--- src/hw/rtl/wsce_pkg.sv ---
// shared types and constants of the websocket client frame encoder
// no dependencies
package wsce_pkg;

    localparam logic [15:0] MAX_FRAME_BYTES = 16'd1024;
    localparam logic [15:0] LEN_SHORT_MAX   = 16'd125;
    localparam logic [6:0]  LEN_EXT_CODE    = 7'd126;
    localparam logic [15:0] HDR_BYTES       = 16'd6;
    localparam logic [15:0] HDR_EXT_BYTES   = 16'd8;
    localparam logic [7:0]  HDR_FLAG        = 8'h80;

    localparam int QUEUE_DEPTH = 4;
    localparam int QUEUE_AW    = $clog2(QUEUE_DEPTH);

    // one queued job: optional header burst, then an optional payload byte
    typedef struct packed {
        logic        start;
        logic [3:0]  opcode;
        logic [15:0] payload_length;
        logic [31:0] mask_key;
        logic        ext;
        logic        hdr_last;
        logic        has_data;
        logic [7:0]  data_byte;
        logic        data_last;
    } t_job;

    typedef enum logic [3:0] {
        STEP_OP,
        STEP_LEN,
        STEP_EXT_HI,
        STEP_EXT_LO,
        STEP_MASK0,
        STEP_MASK1,
        STEP_MASK2,
        STEP_MASK3,
        STEP_DATA
    } t_step;

endpackage

--- src/hw/rtl/wsce_if.sv ---
// input and output channel interfaces of the websocket client frame encoder
// depends on nothing but the handshake convention valid and ready
interface wsce_in_if;
    logic       valid;
    logic       ready;
    logic       start_req;
    logic [3:0] opcode;
    logic [15:0] payload_length;
    logic [31:0] mask_key;
    logic       carries_byte;
    logic [7:0] data_byte;

    modport source (output valid, start_req, opcode, payload_length, mask_key,
                    carries_byte, data_byte, input ready);
    modport sink (input valid, start_req, opcode, payload_length, mask_key,
                  carries_byte, data_byte, output ready);
endinterface

interface wsce_out_if;
    logic       valid;
    logic       ready;
    logic [7:0] out_byte;
    logic       last;

    modport source (output valid, out_byte, last, input ready);
    modport sink (input valid, out_byte, last, output ready);
endinterface

--- src/hw/rtl/wsce_front.sv ---
// front end: accepts items, tracks frame state, masks payload and queues jobs
// depends on wsce_pkg and wsce_in_if
module wsce_front (
    input  logic            i_clk,
    input  logic            i_rst_n,
    wsce_in_if.sink         i_item,
    input  logic            i_full,
    output logic            o_push,
    output wsce_pkg::t_job  o_job
);
    import wsce_pkg::*;

    logic        r_in_frame, n_in_frame;
    logic [1:0]  r_pos, n_pos;
    logic [15:0] r_emitted, n_emitted;
    logic [15:0] r_total, n_total;
    logic [31:0] r_mask, n_mask;

    logic        w_accept;
    logic        w_ext;
    logic [16:0] w_total_raw;
    logic [15:0] w_total;
    logic [15:0] w_hdr;
    logic        w_in_frame;
    logic [1:0]  w_pos;
    logic [15:0] w_emitted;
    logic [15:0] w_tot;
    logic [31:0] w_mask;
    logic        w_data;
    logic [15:0] w_emitted_inc;
    logic [7:0]  w_mbyte;

    assign i_item.ready = !i_full;
    assign w_accept     = i_item.valid && !i_full;

    always_comb begin
        w_ext       = i_item.payload_length > LEN_SHORT_MAX;
        w_hdr       = w_ext ? HDR_EXT_BYTES : HDR_BYTES;
        w_total_raw = 17'(HDR_BYTES) + 17'(i_item.payload_length) + (w_ext ? 17'd2 : 17'd0);
        w_total     = (w_total_raw > 17'(MAX_FRAME_BYTES)) ? MAX_FRAME_BYTES
                                                            : w_total_raw[15:0];
        // frame state as seen by the payload part of this item
        if (i_item.start_req) begin
            w_in_frame = (w_total != w_hdr);
            w_pos      = 2'd0;
            w_emitted  = w_hdr;
            w_tot      = w_total;
            w_mask     = i_item.mask_key;
        end else begin
            w_in_frame = r_in_frame;
            w_pos      = r_pos;
            w_emitted  = r_emitted;
            w_tot      = r_total;
            w_mask     = r_mask;
        end
        w_data        = i_item.carries_byte && w_in_frame;
        w_emitted_inc = w_emitted + 16'd1;
        case (w_pos)
            2'd0:    w_mbyte = w_mask[31:24];
            2'd1:    w_mbyte = w_mask[23:16];
            2'd2:    w_mbyte = w_mask[15:8];
            default: w_mbyte = w_mask[7:0];
        endcase
    end

    always_comb begin
        n_in_frame = w_in_frame;
        n_pos      = w_pos;
        n_emitted  = w_emitted;
        n_total    = w_tot;
        n_mask     = w_mask;
        if (w_data) begin
            n_pos      = w_pos + 2'd1;
            n_emitted  = w_emitted_inc;
            n_in_frame = (w_emitted_inc != w_tot);
        end
    end

    always_comb begin
        o_push               = w_accept && (i_item.start_req || w_data);
        o_job.start          = i_item.start_req;
        o_job.opcode         = i_item.opcode;
        o_job.payload_length = i_item.payload_length;
        o_job.mask_key       = i_item.mask_key;
        o_job.ext            = w_ext;
        o_job.hdr_last       = (w_total == w_hdr);
        o_job.has_data       = w_data;
        o_job.data_byte      = i_item.data_byte ^ w_mbyte;
        o_job.data_last      = (w_emitted_inc == w_tot);
    end

    always_ff @(posedge i_clk) begin
        if (!i_rst_n) begin
            r_in_frame <= 1'b0;
            r_pos      <= 2'd0;
            r_emitted  <= 16'd0;
            r_total    <= 16'd0;
            r_mask     <= 32'd0;
        end else if (w_accept) begin
            r_in_frame <= n_in_frame;
            r_pos      <= n_pos;
            r_emitted  <= n_emitted;
            r_total    <= n_total;
            r_mask     <= n_mask;
        end
    end

endmodule

--- src/hw/rtl/wsce_queue.sv ---
// short job queue between front end and byte sequencer
// depends on wsce_pkg
module wsce_queue (
    input  logic            i_clk,
    input  logic            i_rst_n,
    input  logic            i_push,
    input  wsce_pkg::t_job  i_job,
    input  logic            i_pop,
    output wsce_pkg::t_job  o_head,
    output logic            o_full,
    output logic            o_empty
);
    import wsce_pkg::*;

    t_job                r_mem [QUEUE_DEPTH];
    logic [QUEUE_AW-1:0] r_wr_ptr;
    logic [QUEUE_AW-1:0] r_rd_ptr;
    logic [QUEUE_AW:0]   r_count;

    assign o_head  = r_mem[r_rd_ptr];
    assign o_full  = (r_count == (QUEUE_AW+1)'(QUEUE_DEPTH));
    assign o_empty = (r_count == '0);

    always_ff @(posedge i_clk) begin
        if (i_push) begin
            r_mem[r_wr_ptr] <= i_job;
        end
    end

    always_ff @(posedge i_clk) begin
        if (!i_rst_n) begin
            r_wr_ptr <= '0;
            r_rd_ptr <= '0;
            r_count  <= '0;
        end else begin
            if (i_push) begin
                r_wr_ptr <= r_wr_ptr + 1'b1;
            end
            if (i_pop) begin
                r_rd_ptr <= r_rd_ptr + 1'b1;
            end
            if (i_push && !i_pop) begin
                r_count <= r_count + 1'b1;
            end else if (!i_push && i_pop) begin
                r_count <= r_count - 1'b1;
            end
        end
    end

    a_no_overflow: assert property (@(posedge i_clk) disable iff (!i_rst_n)
        i_push |-> !o_full) else $error("queue push while full");
    a_no_underflow: assert property (@(posedge i_clk) disable iff (!i_rst_n)
        i_pop |-> !o_empty) else $error("queue pop while empty");
    a_count_bound: assert property (@(posedge i_clk) disable iff (!i_rst_n)
        r_count <= (QUEUE_AW+1)'(QUEUE_DEPTH)) else $error("queue count out of range");

endmodule

--- src/hw/rtl/wsce_back.sv ---
// byte sequencer: expands queued jobs into frame bytes behind an output register
// depends on wsce_pkg and wsce_out_if
module wsce_back (
    input  logic            i_clk,
    input  logic            i_rst_n,
    input  wsce_pkg::t_job  i_head,
    input  logic            i_empty,
    output logic            o_pop,
    wsce_out_if.source      o_frame
);
    import wsce_pkg::*;

    t_job       r_job;
    t_step      r_step, n_step;
    logic       r_busy;
    logic       r_out_valid;
    logic [7:0] r_out_byte;
    logic       r_out_last;

    logic       w_done;
    logic       w_advance;
    logic       w_next_job;
    logic [7:0] w_byte;
    logic       w_last;

    assign o_frame.valid    = r_out_valid;
    assign o_frame.out_byte = r_out_byte;
    assign o_frame.last     = r_out_last;

    assign w_advance  = !r_out_valid || o_frame.ready;
    assign w_next_job = !r_busy || w_done;
    assign o_pop      = w_advance && w_next_job && !i_empty;

    // next step
    always_comb begin
        n_step = r_step;
        w_done = 1'b0;
        case (r_step)
            STEP_OP:     n_step = STEP_LEN;
            STEP_LEN:    n_step = r_job.ext ? STEP_EXT_HI : STEP_MASK0;
            STEP_EXT_HI: n_step = STEP_EXT_LO;
            STEP_EXT_LO: n_step = STEP_MASK0;
            STEP_MASK0:  n_step = STEP_MASK1;
            STEP_MASK1:  n_step = STEP_MASK2;
            STEP_MASK2:  n_step = STEP_MASK3;
            STEP_MASK3: begin
                if (r_job.has_data) begin
                    n_step = STEP_DATA;
                end else begin
                    w_done = 1'b1;
                end
            end
            default:     w_done = 1'b1;
        endcase
    end

    // byte of the current step
    always_comb begin
        w_byte = 8'd0;
        w_last = 1'b0;
        case (r_step)
            STEP_OP:     w_byte = HDR_FLAG | {4'd0, r_job.opcode};
            STEP_LEN:    w_byte = {1'b1, r_job.ext ? LEN_EXT_CODE
                                                   : r_job.payload_length[6:0]};
            STEP_EXT_HI: w_byte = r_job.payload_length[15:8];
            STEP_EXT_LO: w_byte = r_job.payload_length[7:0];
            STEP_MASK0:  w_byte = r_job.mask_key[31:24];
            STEP_MASK1:  w_byte = r_job.mask_key[23:16];
            STEP_MASK2:  w_byte = r_job.mask_key[15:8];
            STEP_MASK3: begin
                w_byte = r_job.mask_key[7:0];
                w_last = r_job.hdr_last;
            end
            STEP_DATA: begin
                w_byte = r_job.data_byte;
                w_last = r_job.data_last;
            end
            default: begin
                w_byte = 8'd0;
                w_last = 1'b0;
            end
        endcase
    end

    always_ff @(posedge i_clk) begin
        if (o_pop) begin
            r_job <= i_head;
        end
        if (w_advance) begin
            r_out_byte <= w_byte;
            r_out_last <= w_last;
        end
    end

    always_ff @(posedge i_clk) begin
        if (!i_rst_n) begin
            r_busy      <= 1'b0;
            r_step      <= STEP_OP;
            r_out_valid <= 1'b0;
        end else if (w_advance) begin
            r_out_valid <= r_busy;
            if (w_next_job) begin
                r_busy <= !i_empty;
                r_step <= i_head.start ? STEP_OP : STEP_DATA;
            end else begin
                r_step <= n_step;
            end
        end
    end

    a_data_step_has_data: assert property (@(posedge i_clk) disable iff (!i_rst_n)
        (r_busy && r_step == STEP_DATA) |-> r_job.has_data)
        else $error("payload step without payload byte");
    a_ext_step_is_ext: assert property (@(posedge i_clk) disable iff (!i_rst_n)
        (r_busy && (r_step == STEP_EXT_HI || r_step == STEP_EXT_LO)) |-> r_job.ext)
        else $error("extended length step on short frame");
    a_header_needs_start: assert property (@(posedge i_clk) disable iff (!i_rst_n)
        (r_busy && r_step != STEP_DATA) |-> r_job.start)
        else $error("header step on job without start");

endmodule

--- src/hw/rtl/websocket_client_frame_encoder.sv ---
// Masked client WebSocket frame encoder. An item with start_req set latches opcode,
// length and mask key and yields the header: 0x80|opcode, mask bit with 7-bit length
// or 126, a big-endian 16-bit length above 125 bytes, then the four mask bytes.
// Each payload item with a byte in an open frame yields one masked byte; frames are
// cut at MAX_FRAME_BYTES and the final byte carries last. Payload-only items are
// taken one per cycle while the job queue is not full; a start item takes the byte
// output for 6 or 8 header bytes (plus one for a payload byte in the same item); the
// sequencer emits one frame byte per cycle while the output is ready. A four-entry
// job queue lets new items be accepted while header bytes drain.
module websocket_client_frame_encoder (
    input  logic       i_clk,
    input  logic       i_rst_n,
    wsce_in_if.sink    i_item,
    wsce_out_if.source o_frame
);
    import wsce_pkg::*;

    t_job w_push_job;
    t_job w_head;
    logic w_push;
    logic w_pop;
    logic w_full;
    logic w_empty;

    wsce_front u_front (
        .i_clk   (i_clk),
        .i_rst_n (i_rst_n),
        .i_item  (i_item),
        .i_full  (w_full),
        .o_push  (w_push),
        .o_job   (w_push_job)
    );

    wsce_queue u_queue (
        .i_clk   (i_clk),
        .i_rst_n (i_rst_n),
        .i_push  (w_push),
        .i_job   (w_push_job),
        .i_pop   (w_pop),
        .o_head  (w_head),
        .o_full  (w_full),
        .o_empty (w_empty)
    );

    wsce_back u_back (
        .i_clk   (i_clk),
        .i_rst_n (i_rst_n),
        .i_head  (w_head),
        .i_empty (w_empty),
        .o_pop   (w_pop),
        .o_frame (o_frame)
    );

endmodule

--- src/flat_wrapper.sv ---
// flat-port wrapper written by rule: the top's interface ports become plain ports
module websocket_client_frame_encoder_flat import wsce_pkg::*;
  (i_clk, i_rst_n, i_item_valid, i_item_start_req, i_item_opcode, i_item_payload_length, i_item_mask_key, i_item_carries_byte, i_item_data_byte, i_item_ready, o_frame_valid, o_frame_out_byte, o_frame_last, o_frame_ready);
  wsce_in_if i_item_i ();
  wsce_out_if o_frame_i ();
  input  logic i_clk;
  input  logic i_rst_n;
  input wire logic [$bits(i_item_i.valid)-1:0] i_item_valid;
  input wire logic [$bits(i_item_i.start_req)-1:0] i_item_start_req;
  input wire logic [$bits(i_item_i.opcode)-1:0] i_item_opcode;
  input wire logic [$bits(i_item_i.payload_length)-1:0] i_item_payload_length;
  input wire logic [$bits(i_item_i.mask_key)-1:0] i_item_mask_key;
  input wire logic [$bits(i_item_i.carries_byte)-1:0] i_item_carries_byte;
  input wire logic [$bits(i_item_i.data_byte)-1:0] i_item_data_byte;
  output wire logic [$bits(i_item_i.ready)-1:0] i_item_ready;
  output wire logic [$bits(o_frame_i.valid)-1:0] o_frame_valid;
  output wire logic [$bits(o_frame_i.out_byte)-1:0] o_frame_out_byte;
  output wire logic [$bits(o_frame_i.last)-1:0] o_frame_last;
  input wire logic [$bits(o_frame_i.ready)-1:0] o_frame_ready;
  assign i_item_i.valid = i_item_valid;
  assign i_item_i.start_req = i_item_start_req;
  assign i_item_i.opcode = i_item_opcode;
  assign i_item_i.payload_length = i_item_payload_length;
  assign i_item_i.mask_key = i_item_mask_key;
  assign i_item_i.carries_byte = i_item_carries_byte;
  assign i_item_i.data_byte = i_item_data_byte;
  assign i_item_ready = i_item_i.ready;
  assign o_frame_valid = o_frame_i.valid;
  assign o_frame_out_byte = o_frame_i.out_byte;
  assign o_frame_last = o_frame_i.last;
  assign o_frame_i.ready = o_frame_ready;
  websocket_client_frame_encoder u_core (.i_clk(i_clk), .i_rst_n(i_rst_n), .i_item(i_item_i), .o_frame(o_frame_i));
endmodule
--- config.mk ---
export PLATFORM = sky130hd
export DESIGN_NAME = websocket_client_frame_encoder_flat
export DESIGN_NICKNAME = d
export VERILOG_FILES = /design/src/hw/rtl/wsce_pkg.sv /design/src/hw/rtl/wsce_if.sv /design/src/hw/rtl/wsce_front.sv /design/src/hw/rtl/wsce_queue.sv /design/src/hw/rtl/wsce_back.sv /design/src/hw/rtl/websocket_client_frame_encoder.sv /design/src/flat_wrapper.sv
export SDC_FILE = /design/constraint.sdc
export NUM_CORES = 1
export LEC_CHECK = 0
export ABC_CLOCK_PERIOD_IN_PS = 6200
export BUFFER_PORTS_ARGS = -buffer_cell sky130_fd_sc_hd__buf_2
export CELL_PAD_IN_SITES_DETAIL_PLACEMENT = 0
export CELL_PAD_IN_SITES_GLOBAL_PLACEMENT = 1
export CORE_ASPECT_RATIO = 0.5
export CORE_MARGIN = 8
export CORE_UTILIZATION = 50
export CTS_CLUSTER_SIZE = 8
export DETAILED_ROUTE_END_ITERATION = 7
export PLACE_DENSITY_LB_ADDON = 0.1
export SKIP_LAST_GASP = 1
export SLEW_MARGIN = 15
export SYNTH_ARGS = -nofsm -noshare
export SYNTH_HDL_FRONTEND = slang
export SYNTH_SLANG_ARGS = --single-unit
--- constraint.sdc ---
create_clock -name i_clk -period 6.2 [get_ports i_clk]
set_input_delay 0.93 -clock i_clk [delete_from_list [all_inputs] [get_ports i_clk]]
set_output_delay 0.93 -clock i_clk [all_outputs]
set_load 0.005 [all_outputs]
==> results of run 1 <==
[cells by family after synthesis]
| group | after synthesis | synth area share, % |
|---|---|---|
| muxes | 121 | 12.07 |
| buffers and inverters | 91 | 1.979 |
| AOI/OAI and AO/OA | 172 | 7.014 |
| and+or+nand+nor | 299 | 8.485 |
| adders and majority gates | 15 | 1.162 |
| DFF | 415 | 66.73 |
| xor gates and xnor gates | 51 | 2.560 |
[synth_stat cells (3+ instances only)]
cell type  instances
edfxtp_1         333
nand2_1          120
dfxtp_1           82
mux4_2            69
clkbuf_1          48
a21boi_0          40
nor2_1            35
a21oi_1           29
nor3_1            28
xnor2_1           28
mux2i_1           27
o21ai_0           26
mux2_2            25
xor2_1            23
nand3_1           22
inv_1             21
and2_1            19
nor2b_1           19
buf_1             17
ha_1              13
a31oi_1           10
a222oi_1           9
nand4_1            9
and3_1             8
o31ai_1            8
nor4_1             7
a211oi_1           5
nand4b_1           4
nor3b_1            4
o22ai_1            4
or3_1              4
a221oi_1           3
a22oi_1            3
a31o_1             3
buf_2              3
nand2b_1           3
o211ai_1           3
o21ai_1            3
[critical path, stage by stage]
cell	delay, ps
buf_2	150
ha_1	180
nand3_1	70
nor2_1	250
nor2_1	190
ha_1	220
inv_1	50
ha_1	170
inv_1	60
fa_1	420
nand3b_1	230
or4_1	440
a2111oi_1	510
o21ai_1	330
or3_4	420
a21oi_1	150
a31oi_1	60
nor3_1	420
[placed cells by master, fill, tap and decap left out, drive strengths merged, types with 27 or more instances in the layout]
cell    synthesis  final
dfxtp          82     82
mux2i          27     27
nor2           35     35
clkbuf         48    101
a21boi         41     41
edfxtp        333    333
buf            20     85
xnor2          28     28
nor3           29     29
o21ai          29     29
nand2         121    121
a21oi          29     29
mux4           69     69
[layer usage]
metal  wire (µm)  GRT usage [%]  vias up
met3        2188          3.879       53
met4         646          4.185        0
li1            -              -     4655
met1       19630          29.47     5217
met5           0              0        -
met2       19020          30.99      259
[flip-flops by register name, indices dropped and copies added (netlist names), 3 cells and up, named ones only]
name                            flops
u_core.u_queue.r_mem              260
u_core.u_back.r_job                64
u_core.u_front.r_mask              32
u_core.u_front.r_emitted           16
u_core.u_front.r_total             16
u_core.u_back.o_frame.out_byte      8
u_core.u_back.r_step                4
u_core.u_queue.r_count              3
[power breakdown]
part / leakage (nW) / switching, mW / total [mW] / internal (mW)
combinational: 2.03 / 0.821 / 1.38 / 0.555
sequential: 3.74 / 0.212 / 3.78 / 3.57
clock: 0.763 / 1.10 / 2.81 / 1.71
[stage by stage]
step / power (mW) / hold WS (ps) / cell area, µm² / instances
global placement: 5.203 / 449.6 / 18260 / 1656
detailed placement: 5.229 / 455.7 / 18260 / 1656
finish: 7.972 / 462.8 / 19890 / 1764
floorplan: 4.678 / 441.0 / 17450 / 1164
CTS: 8.054 / 462.3 / 19870 / 1759
global route: 8.313 / 488.0 / 19880 / 1759
[area by class of cell]
| cell class | instances | area [µm²] |
|---|---|---|
| antenna | 5 | 12.51 |
| timing repair buffer | 85 | 447.9 |
| clock buffer | 101 | 1592 |
| clock inverter | 2 | 17.52 |
| tap | 475 | 594.3 |
| fill | 2740 | 14520 |
| inverter | 23 | 86.33 |
| multi-input combinational | 658 | 5492 |
| sequential | 415 | 11650 |
[how the worst max path moves through the flow]
stage,from,endpoint,slack (ps),cells past startpoint
finish,i_item_payload_length[3],u_core.u_queue.r_mem[2][0],1250,18
global route,i_item_payload_length[3],u_core.u_queue.r_mem[3][0],950,18
CTS,i_item_payload_length[3],u_core.u_queue.r_mem[2][0],1370,18
detailed placement,i_item_payload_length[3],u_core.u_queue.r_mem[3][0],790,18
global placement,i_item_payload_length[3],u_core.u_queue.r_mem[0][0],920,18
floorplan,o_frame_ready,u_core.u_queue.r_count[2],560,12
==> summary.txt, run 1 <==
CTS root buf = clkbuf_16
Synth area leaders = edfxtp_1 57%, dfxtp_1 9.4%, mux4_2 8.9%, nand2_1 2.6%, a21boi_0 1.7%
Die W = 280.2 µm
Yosys Warn Count = 0
Crit start category = primary input
Initial antenna violation count = 1
Row cnt = 48
HP Start = u_core.u_front.r_mask[24]
Max Cap Viol = 0
Synthesized area = 17,450 µm²
Setup violations, final = 0
Final Skew = 14.22 ps
Max VDD drop = 0.2402 mV
Area of the die = 41,490 µm²
CTS tree = yes
Initial drt markers = 905
Post-route setup slack = 1248 ps
WP data required = 6510 ps
Number of top-level pins = 77
EDFF count, synth = 333
GP Congestion = 0.8579
Async S/R FF share, synth = 0%
Drt wl/cell = 23.51 µm
GRT overflow = 0
Synth-to-Final Area Change = 14.01%
Seq/Total Area, Yosys = 66.73%
Starting density of the core = 50.69%
CTS Sinks = 415
Share of cells above drive strength 1 = 20.09%
Cts bufs inserted = 57
Final hold violation count = 0
Fin crit period = 4952 ps
Syn_nets = 1,245
Final Cycle Share = 79.87%
Slew HR = 23.85%
Largest net degree at the start of global routing = 88
Vias in the first global route = 10.29k
# port buffers = 76
Status = finished with violations
# Post-CTS Setup Buffers = 0
Biggest area consumer among synthesized cells = edfxtp_1
Worst Hold End = u_core.u_front.r_mask[24]
PostCTS Resize Cnt = 0
Core Box Area = 34,410 µm²
RSZ-0062 raised after global routing = no
FF+latch count, synth = 415
DRC viols = 0
Hold crit path type = register to register
Syn_area_per_cell = 14.99 µm²
Vias/cell = 5.773
Leak = 6.539 nW
Routed Antenna Nets = 1
Post-Route Setup TNS = 0 ps
Hold-fix buffers at CTS = 0
Synth Instances = 1,164
Failing checks = antenna rules
WHS Path Cells = 2
Clock transition at path regs = 50 ps
Detail Placement HPWL = 25,590 µm
Synth cell types = 79
R2R Path Start = u_core.u_front.r_emitted[1]
Final Net Count = 1,321
Final core occ = 57.80%
H-tree lvl count = 2
Max-slew violation count = 0
Tot GR Track Use = 20.04%
Vias = 10.18k
Die Ht = 148.1 µm
Share of the synthesized area in the top cell type = 57.32%
Crit path DAT = 5260 ps
R2r setup slk = 2750 ps
1st-pass router iterations = 5
Worst-Margin Slew = 1142 ps
WS Path Type = primary input to register
Max Clk Rate = 0.2019 GHz
CP endpoint kind = register
Power Dens Cells = 400.8 nW/µm²
Reg2Reg Depth = 11
Post-synth top flop = edfxtp_1
Max clock buf depth = 3
First-pass GRT wire length = 63,340 µm
Worst slack, placed = 792.7 ps
Post-Route WL = 41,480 µm
Clk Latency, worst-skew pair = 570 ps
R2R Path End = u_core.u_queue.r_mem[2][0]
Worst-path maximum fanout = 11
(Power assumes the default switching activity.)
==> run 2, diff against run 1 <==
Settings changed: ABC_CLOCK_PERIOD_IN_PS 6200 to 4050, CORE_UTILIZATION 50 to 47.
Clock period 6.2 ns to 4.05 ns, I/O delays scaled along.
==> run 2 against run 1 <==
The flow now finishes without violations; sequential share of layout area down 1.7 points; routed wire length grew 8.3%; final cell count grew 3.7%; die area up 5.8%; critical endpoint is now u_core.u_queue.r_mem[0][0].
==> summary.txt, run 2 (synthesis results as in run 1) <==
Final core occ = 55.43%
Final Skew = 49.06 ps
CTS tree = yes
RSZ-0062 raised after global routing = no
Commonest non-fill, non-tap cell in the layout = edfxtp_1
Largest regs = u_core.u_queue.r_mem x260, u_core.u_back.r_job x64, u_core.u_front.r_mask x32
Max VDD drop = 0.3116 mV
Crit start category = primary input
Number of top-level pins = 77
# port buffers = 76
Max Clk Rate = 0.2626 GHz
Max Cap Viol = 0
Setup violations, final = 0
Vias = 10.50k
Core Box Area = 36,970 µm²
Status = finished clean
# Post-CTS Setup Buffers = 0
CTS root buf = clkbuf_16
Cts bufs inserted = 57
Die W = 288.5 µm
CTS Sinks = 415
Die Ht = 152.2 µm
Most frequent cells in the layout = 333 x edfxtp_1, 119 x nand2_1, 80 x dfxtp_1, 76 x buf_2
Fin crit period = 3809 ps
Post-route setup slack = 241.4 ps
Hold-fix buffers at CTS = 0
Leak = 6.869 nW
First-pass GRT wire length = 67,900 µm
Row cnt = 50
Initial drt markers = 927
Clock share of power = 35.0%
Slew HR = 32.56%
Starting density of the core = 47.18%
Routed Antenna Nets = 0
Drt wl/cell = 24.54 µm
Sw frac = 27.41%
Tot GR Track Use = 20.31%
Crit path DAT = 4180 ps
Max clock buf depth = 3
Max-slew violation count = 0
Synth-to-Final Area Change = 17.48%
Hold crit path type = primary input to register
Initial antenna violation count = 1
Worst-Margin Slew = 1012 ps
GRT overflow = 0
WP data required = 4420 ps
Internal power = 8.965 mW
Worst slack, placed = -322.9 ps
Combinational fraction of design power = 17.3%
Max reg flops = 260
1st-pass router iterations = 5
Clk Latency, worst-skew pair = 590 ps
Detail Placement HPWL = 28,950 µm
PostCTS Resize Cnt = 0
Biggest register = u_core.u_queue.r_mem
Largest net degree at the start of global routing = 67
Clock transition at path regs = 60 ps
Power Dens Cells = 602.6 nW/µm²
Share of cells above drive strength 1 = 24.78%
Post-Route Setup TNS = 0 ps
WS Path Type = primary input to register
R2r setup slk = 1040 ps
Ant. Diodes = 0
Sequential power share = 47.7%
CP endpoint kind = register
Worst-path maximum fanout = 10
Vias in the first global route = 10.37k
Net Sw Power = 3.385 mW
DRC viols = 0
Final hold violation count = 0
H-tree lvl count = 2
GP Congestion = 0.8311
Final Cycle Share = 94.04%
Area of the die = 43,910 µm²
Final Net Count = 1,386
Post-Route WL = 44,910 µm
Vias/cell = 5.738
-- run 2: cell types whose count changed in the layout (fill, tap and decap cells not counted), moves of 2 or more --
cell	delta
clkbuf_1	-14
inv_6	-2
buf_12	+5
buf_4	+60
diode_2	-5
nor3_1	-2
-- run 2: worst paths after layout --
path                            depth (start not counted)                          end                        start
worst max-delay path                                   21   u_core.u_queue.r_mem[0][0]     i_item_payload_length[3]
worst min-delay path                                    1  u_core.u_queue.r_mem[2][60]             i_item_opcode[0]
worst max register to register                          7   u_core.u_queue.r_mem[0][0]  u_core.u_front.r_emitted[2]
worst min register to register                          2    u_core.u_front.r_mask[25]    u_core.u_front.r_mask[25]
-- run 2: layout make-up --
| cell class | instances | area [µm²] |
|---|---|---|
| fill | 2971 | 16480 |
| sequential | 415 | 11650 |
| multi-input combinational | 658 | 5538 |
| clock buffer | 87 | 1539 |
| timing repair buffer | 150 | 998.5 |
| tap | 494 | 618.1 |
| inverter | 23 | 86.33 |
| clock inverter | 3 | 66.31 |
-- run 2: per-stage QoR --
stage	area (µm²)	hold WS [ps]	total power, mW	instances
2_1_floorplan	17470	441.0	7.140	1164
3_3_place_gp	18850	449.0	8.110	1740
3_5_place_dp	18850	457.7	8.115	1740
4_1_cts	20460	206.9	12.47	1830
5_1_grt	20490	213.5	12.87	1830
6_report	20490	242.3	12.35	1830
-- run 2: power groups by stage --
stage	Sequential [mW]	Clock, mW	Combinational [mW]
floorplan	5.67	0	1.47
global placement	5.95	0	2.16
detailed placement	5.96	0	2.16
CTS	5.89	4.41	2.17
global route	5.95	4.58	2.34
finish	5.89	4.32	2.14
-- run 2: worst max-delay path: stages --
cell,delay [ps]
buf_2,110
ha_1,170
nand3_1,90
nor2_2,120
nor2_1,70
ha_1,190
inv_1,50
ha_1,150
inv_1,50
fa_1,380
nand3b_1,270
buf_4,190
or3_1,350
a21oi_2,200
a211oi_2,90
o21ai_1,130
buf_4,200
a311oi_1,70
nor3_1,290
nand3_1,170
nor3_4,220
-- run 2: routing by layer --
layer	vias up	track usage, %	routed length [µm]
li1	4767	-	-
met1	5346	32.29	22190
met2	342	28.35	19020
met3	44	4.422	3128
met4	2	3.597	568
met5	-	0	9
==> run 3, diff against run 2 <==
Settings changed: CTS_BUF_LIST set to sky130_fd_sc_hd__clkbuf_16, REMOVE_ABC_BUFFERS set to 1.
==> run 3 against run 2 <==
Clock skew shrank 28 ps; global-route usage grew 0.42 points; combinational power is essentially flat; critical endpoint is now u_core.u_front.r_in_frame; largest cell class unchanged; largest power group unchanged; highest routed layer unchanged.
==> summary.txt, run 3 (synthesis results as in run 1) <==
Final Skew = 20.93 ps
Combinational fraction of design power = 17.4%
WS Path Type = primary input to register
Internal power = 8.968 mW
Initial drt markers = 1,101
Routed Antenna Nets = 0
CTS root buf = clkbuf_16
RSZ-0062 raised after global routing = no
Commonest non-fill, non-tap cell in the layout = edfxtp_1
Net Sw Power = 3.339 mW
Status = finished clean
Number of top-level pins = 77
Clk Latency, worst-skew pair = 570 ps
1st-pass router iterations = 6
Max Clk Rate = 0.2579 GHz
Met2 WL = 17,660 µm
Sw frac = 27.13%
Cts bufs inserted = 57
Crit path DAT = 4330 ps
Slew HR = 43.42%
Synth-to-Final Area Change = 18.74%
Setup violations, final = 0
Post-Route WL = 45,350 µm
Sequential power share = 47.6%
Leak = 7.198 nW
Share of cells above drive strength 1 = 25.87%
Tot GR Track Use = 20.73%
Largest regs = u_core.u_queue.r_mem x260, u_core.u_back.r_job x64, u_core.u_front.r_mask x32
Starting density of the core = 47.18%
Core Box Area = 36,970 µm²
Max clock buf depth = 3
Final Cycle Share = 95.74%
DRC viols = 0
Clock share of power = 35.0%
CTS Sinks = 415
Ant. Diodes = 0
WP data required = 4500 ps
First-pass GRT wire length = 68,720 µm
Worst-Margin Slew = 848.7 ps
CTS tree = yes
Die W = 288.5 µm
Top sig layer = met5
Fin crit period = 3878 ps
Clock transition at path regs = 50 ps
Largest net degree at the start of global routing = 66
Most frequent cells in the layout = 333 x edfxtp_1, 119 x nand2_1, 95 x buf_4, 80 x dfxtp_1, 75 x buf_2
Die Ht = 152.2 µm
Metal-1 WL = 23,210 µm
Final Net Count = 1,410
Row cnt = 50
Max Cap Viol = 0
Worst-path maximum fanout = 3
Vias in the first global route = 10.55k
Hold-fix buffers at CTS = 0
Tot Pwr = 12.31 mW
Power Dens Cells = 594.1 nW/µm²
DR WL met3 = 3829 µm
Detail Placement HPWL = 30,070 µm
# port buffers = 76
Post-Route Setup TNS = 0 ps
Vias/cell = 5.713
Max-slew violation count = 0
CP endpoint kind = register
Crit start category = primary input
Vias = 10.68k
Max VDD drop = 0.4238 mV
H-tree lvl count = 2
Hold crit path type = primary input to register
GRT overflow = 0
Drt wl/cell = 24.25 µm
Area of the die = 43,910 µm²
Biggest register = u_core.u_queue.r_mem
Initial antenna violation count = 3
Max reg flops = 260
GP Congestion = 0.8853
Final hold violation count = 0
[run 3: layout make-up]
cell class                 count  area [µm²]
fill                        2989       16260
sequential                   415       11650
multi-input combinational    658        5535
clock buffer                  59        1476
timing repair buffer         174        1169
tap                          494       618.1
clock inverter                47       181.4
inverter                      23       86.33
[run 3: power by group through the flow]
| stage | combinational (mW) | sequential (mW) | clock (mW) |
|---|---|---|---|
| after floorplan | 1.28 | 5.88 | 0 |
| after global placement | 2.13 | 5.93 | 0 |
| after detailed placement | 2.14 | 5.94 | 0 |
| after CTS | 2.15 | 5.87 | 4.40 |
| after global routing | 2.31 | 5.93 | 4.58 |
| final | 2.14 | 5.86 | 4.31 |
[run 3: path summary, 6_finish.rpt]
kind         cells after the start                        start  slack [ps]                     endpoint
min                              1             i_item_opcode[1]         260  u_core.u_queue.r_mem[2][61]
min reg2reg                      2    u_core.u_front.r_mask[18]         460    u_core.u_front.r_mask[18]
max                             18     i_item_payload_length[2]         170    u_core.u_front.r_in_frame
max reg2reg                     14  u_core.u_front.r_emitted[0]         850   u_core.u_queue.r_mem[0][0]
[run 3: critical path: stages]
cell,delay (ps)
buf_2,100
ha_1,180
nand3_1,90
nor2_1,130
nor2_1,70
ha_1,180
inv_1,50
ha_1,180
inv_1,70
fa_1,410
nand3b_1,200
or4_1,450
a2111oi_2,440
o21ai_1,160
or3_4,360
a221oi_2,240
nand4_1,150
a41o_1,260
[run 3: timing repair]
| item | CTS | global route |
|---|---|---|
| setup buffers | 0 | 0 |
| setup endpoints to repair | 0 | 13 |
| resized for setup | 0 | 10 |
[run 3: stage by stage]
step,util [%],std cells,hold slack (ps),cell area (µm²),setup WS [ps]
2_1_floorplan,-,1096,440.9,17190,-1422
3_3_place_gp,51.41,1764,448.6,19010,-366.4
3_5_place_dp,51.41,1764,457.7,19010,-420.7
4_1_cts,55.90,1870,234.1,20670,157.6
5_1_grt,56.03,1870,241.1,20710,4.587
6_report,56.03,1870,260.3,20710,172.4
[run 3: layer usage]
layer / global-route usage, % / vias to the layer above
met5: 0 / -
met2: 26.76 / 413
li1: - / 4829
met4: 3.813 / 2
met3: 5.315 / 60
met1: 34.26 / 5380
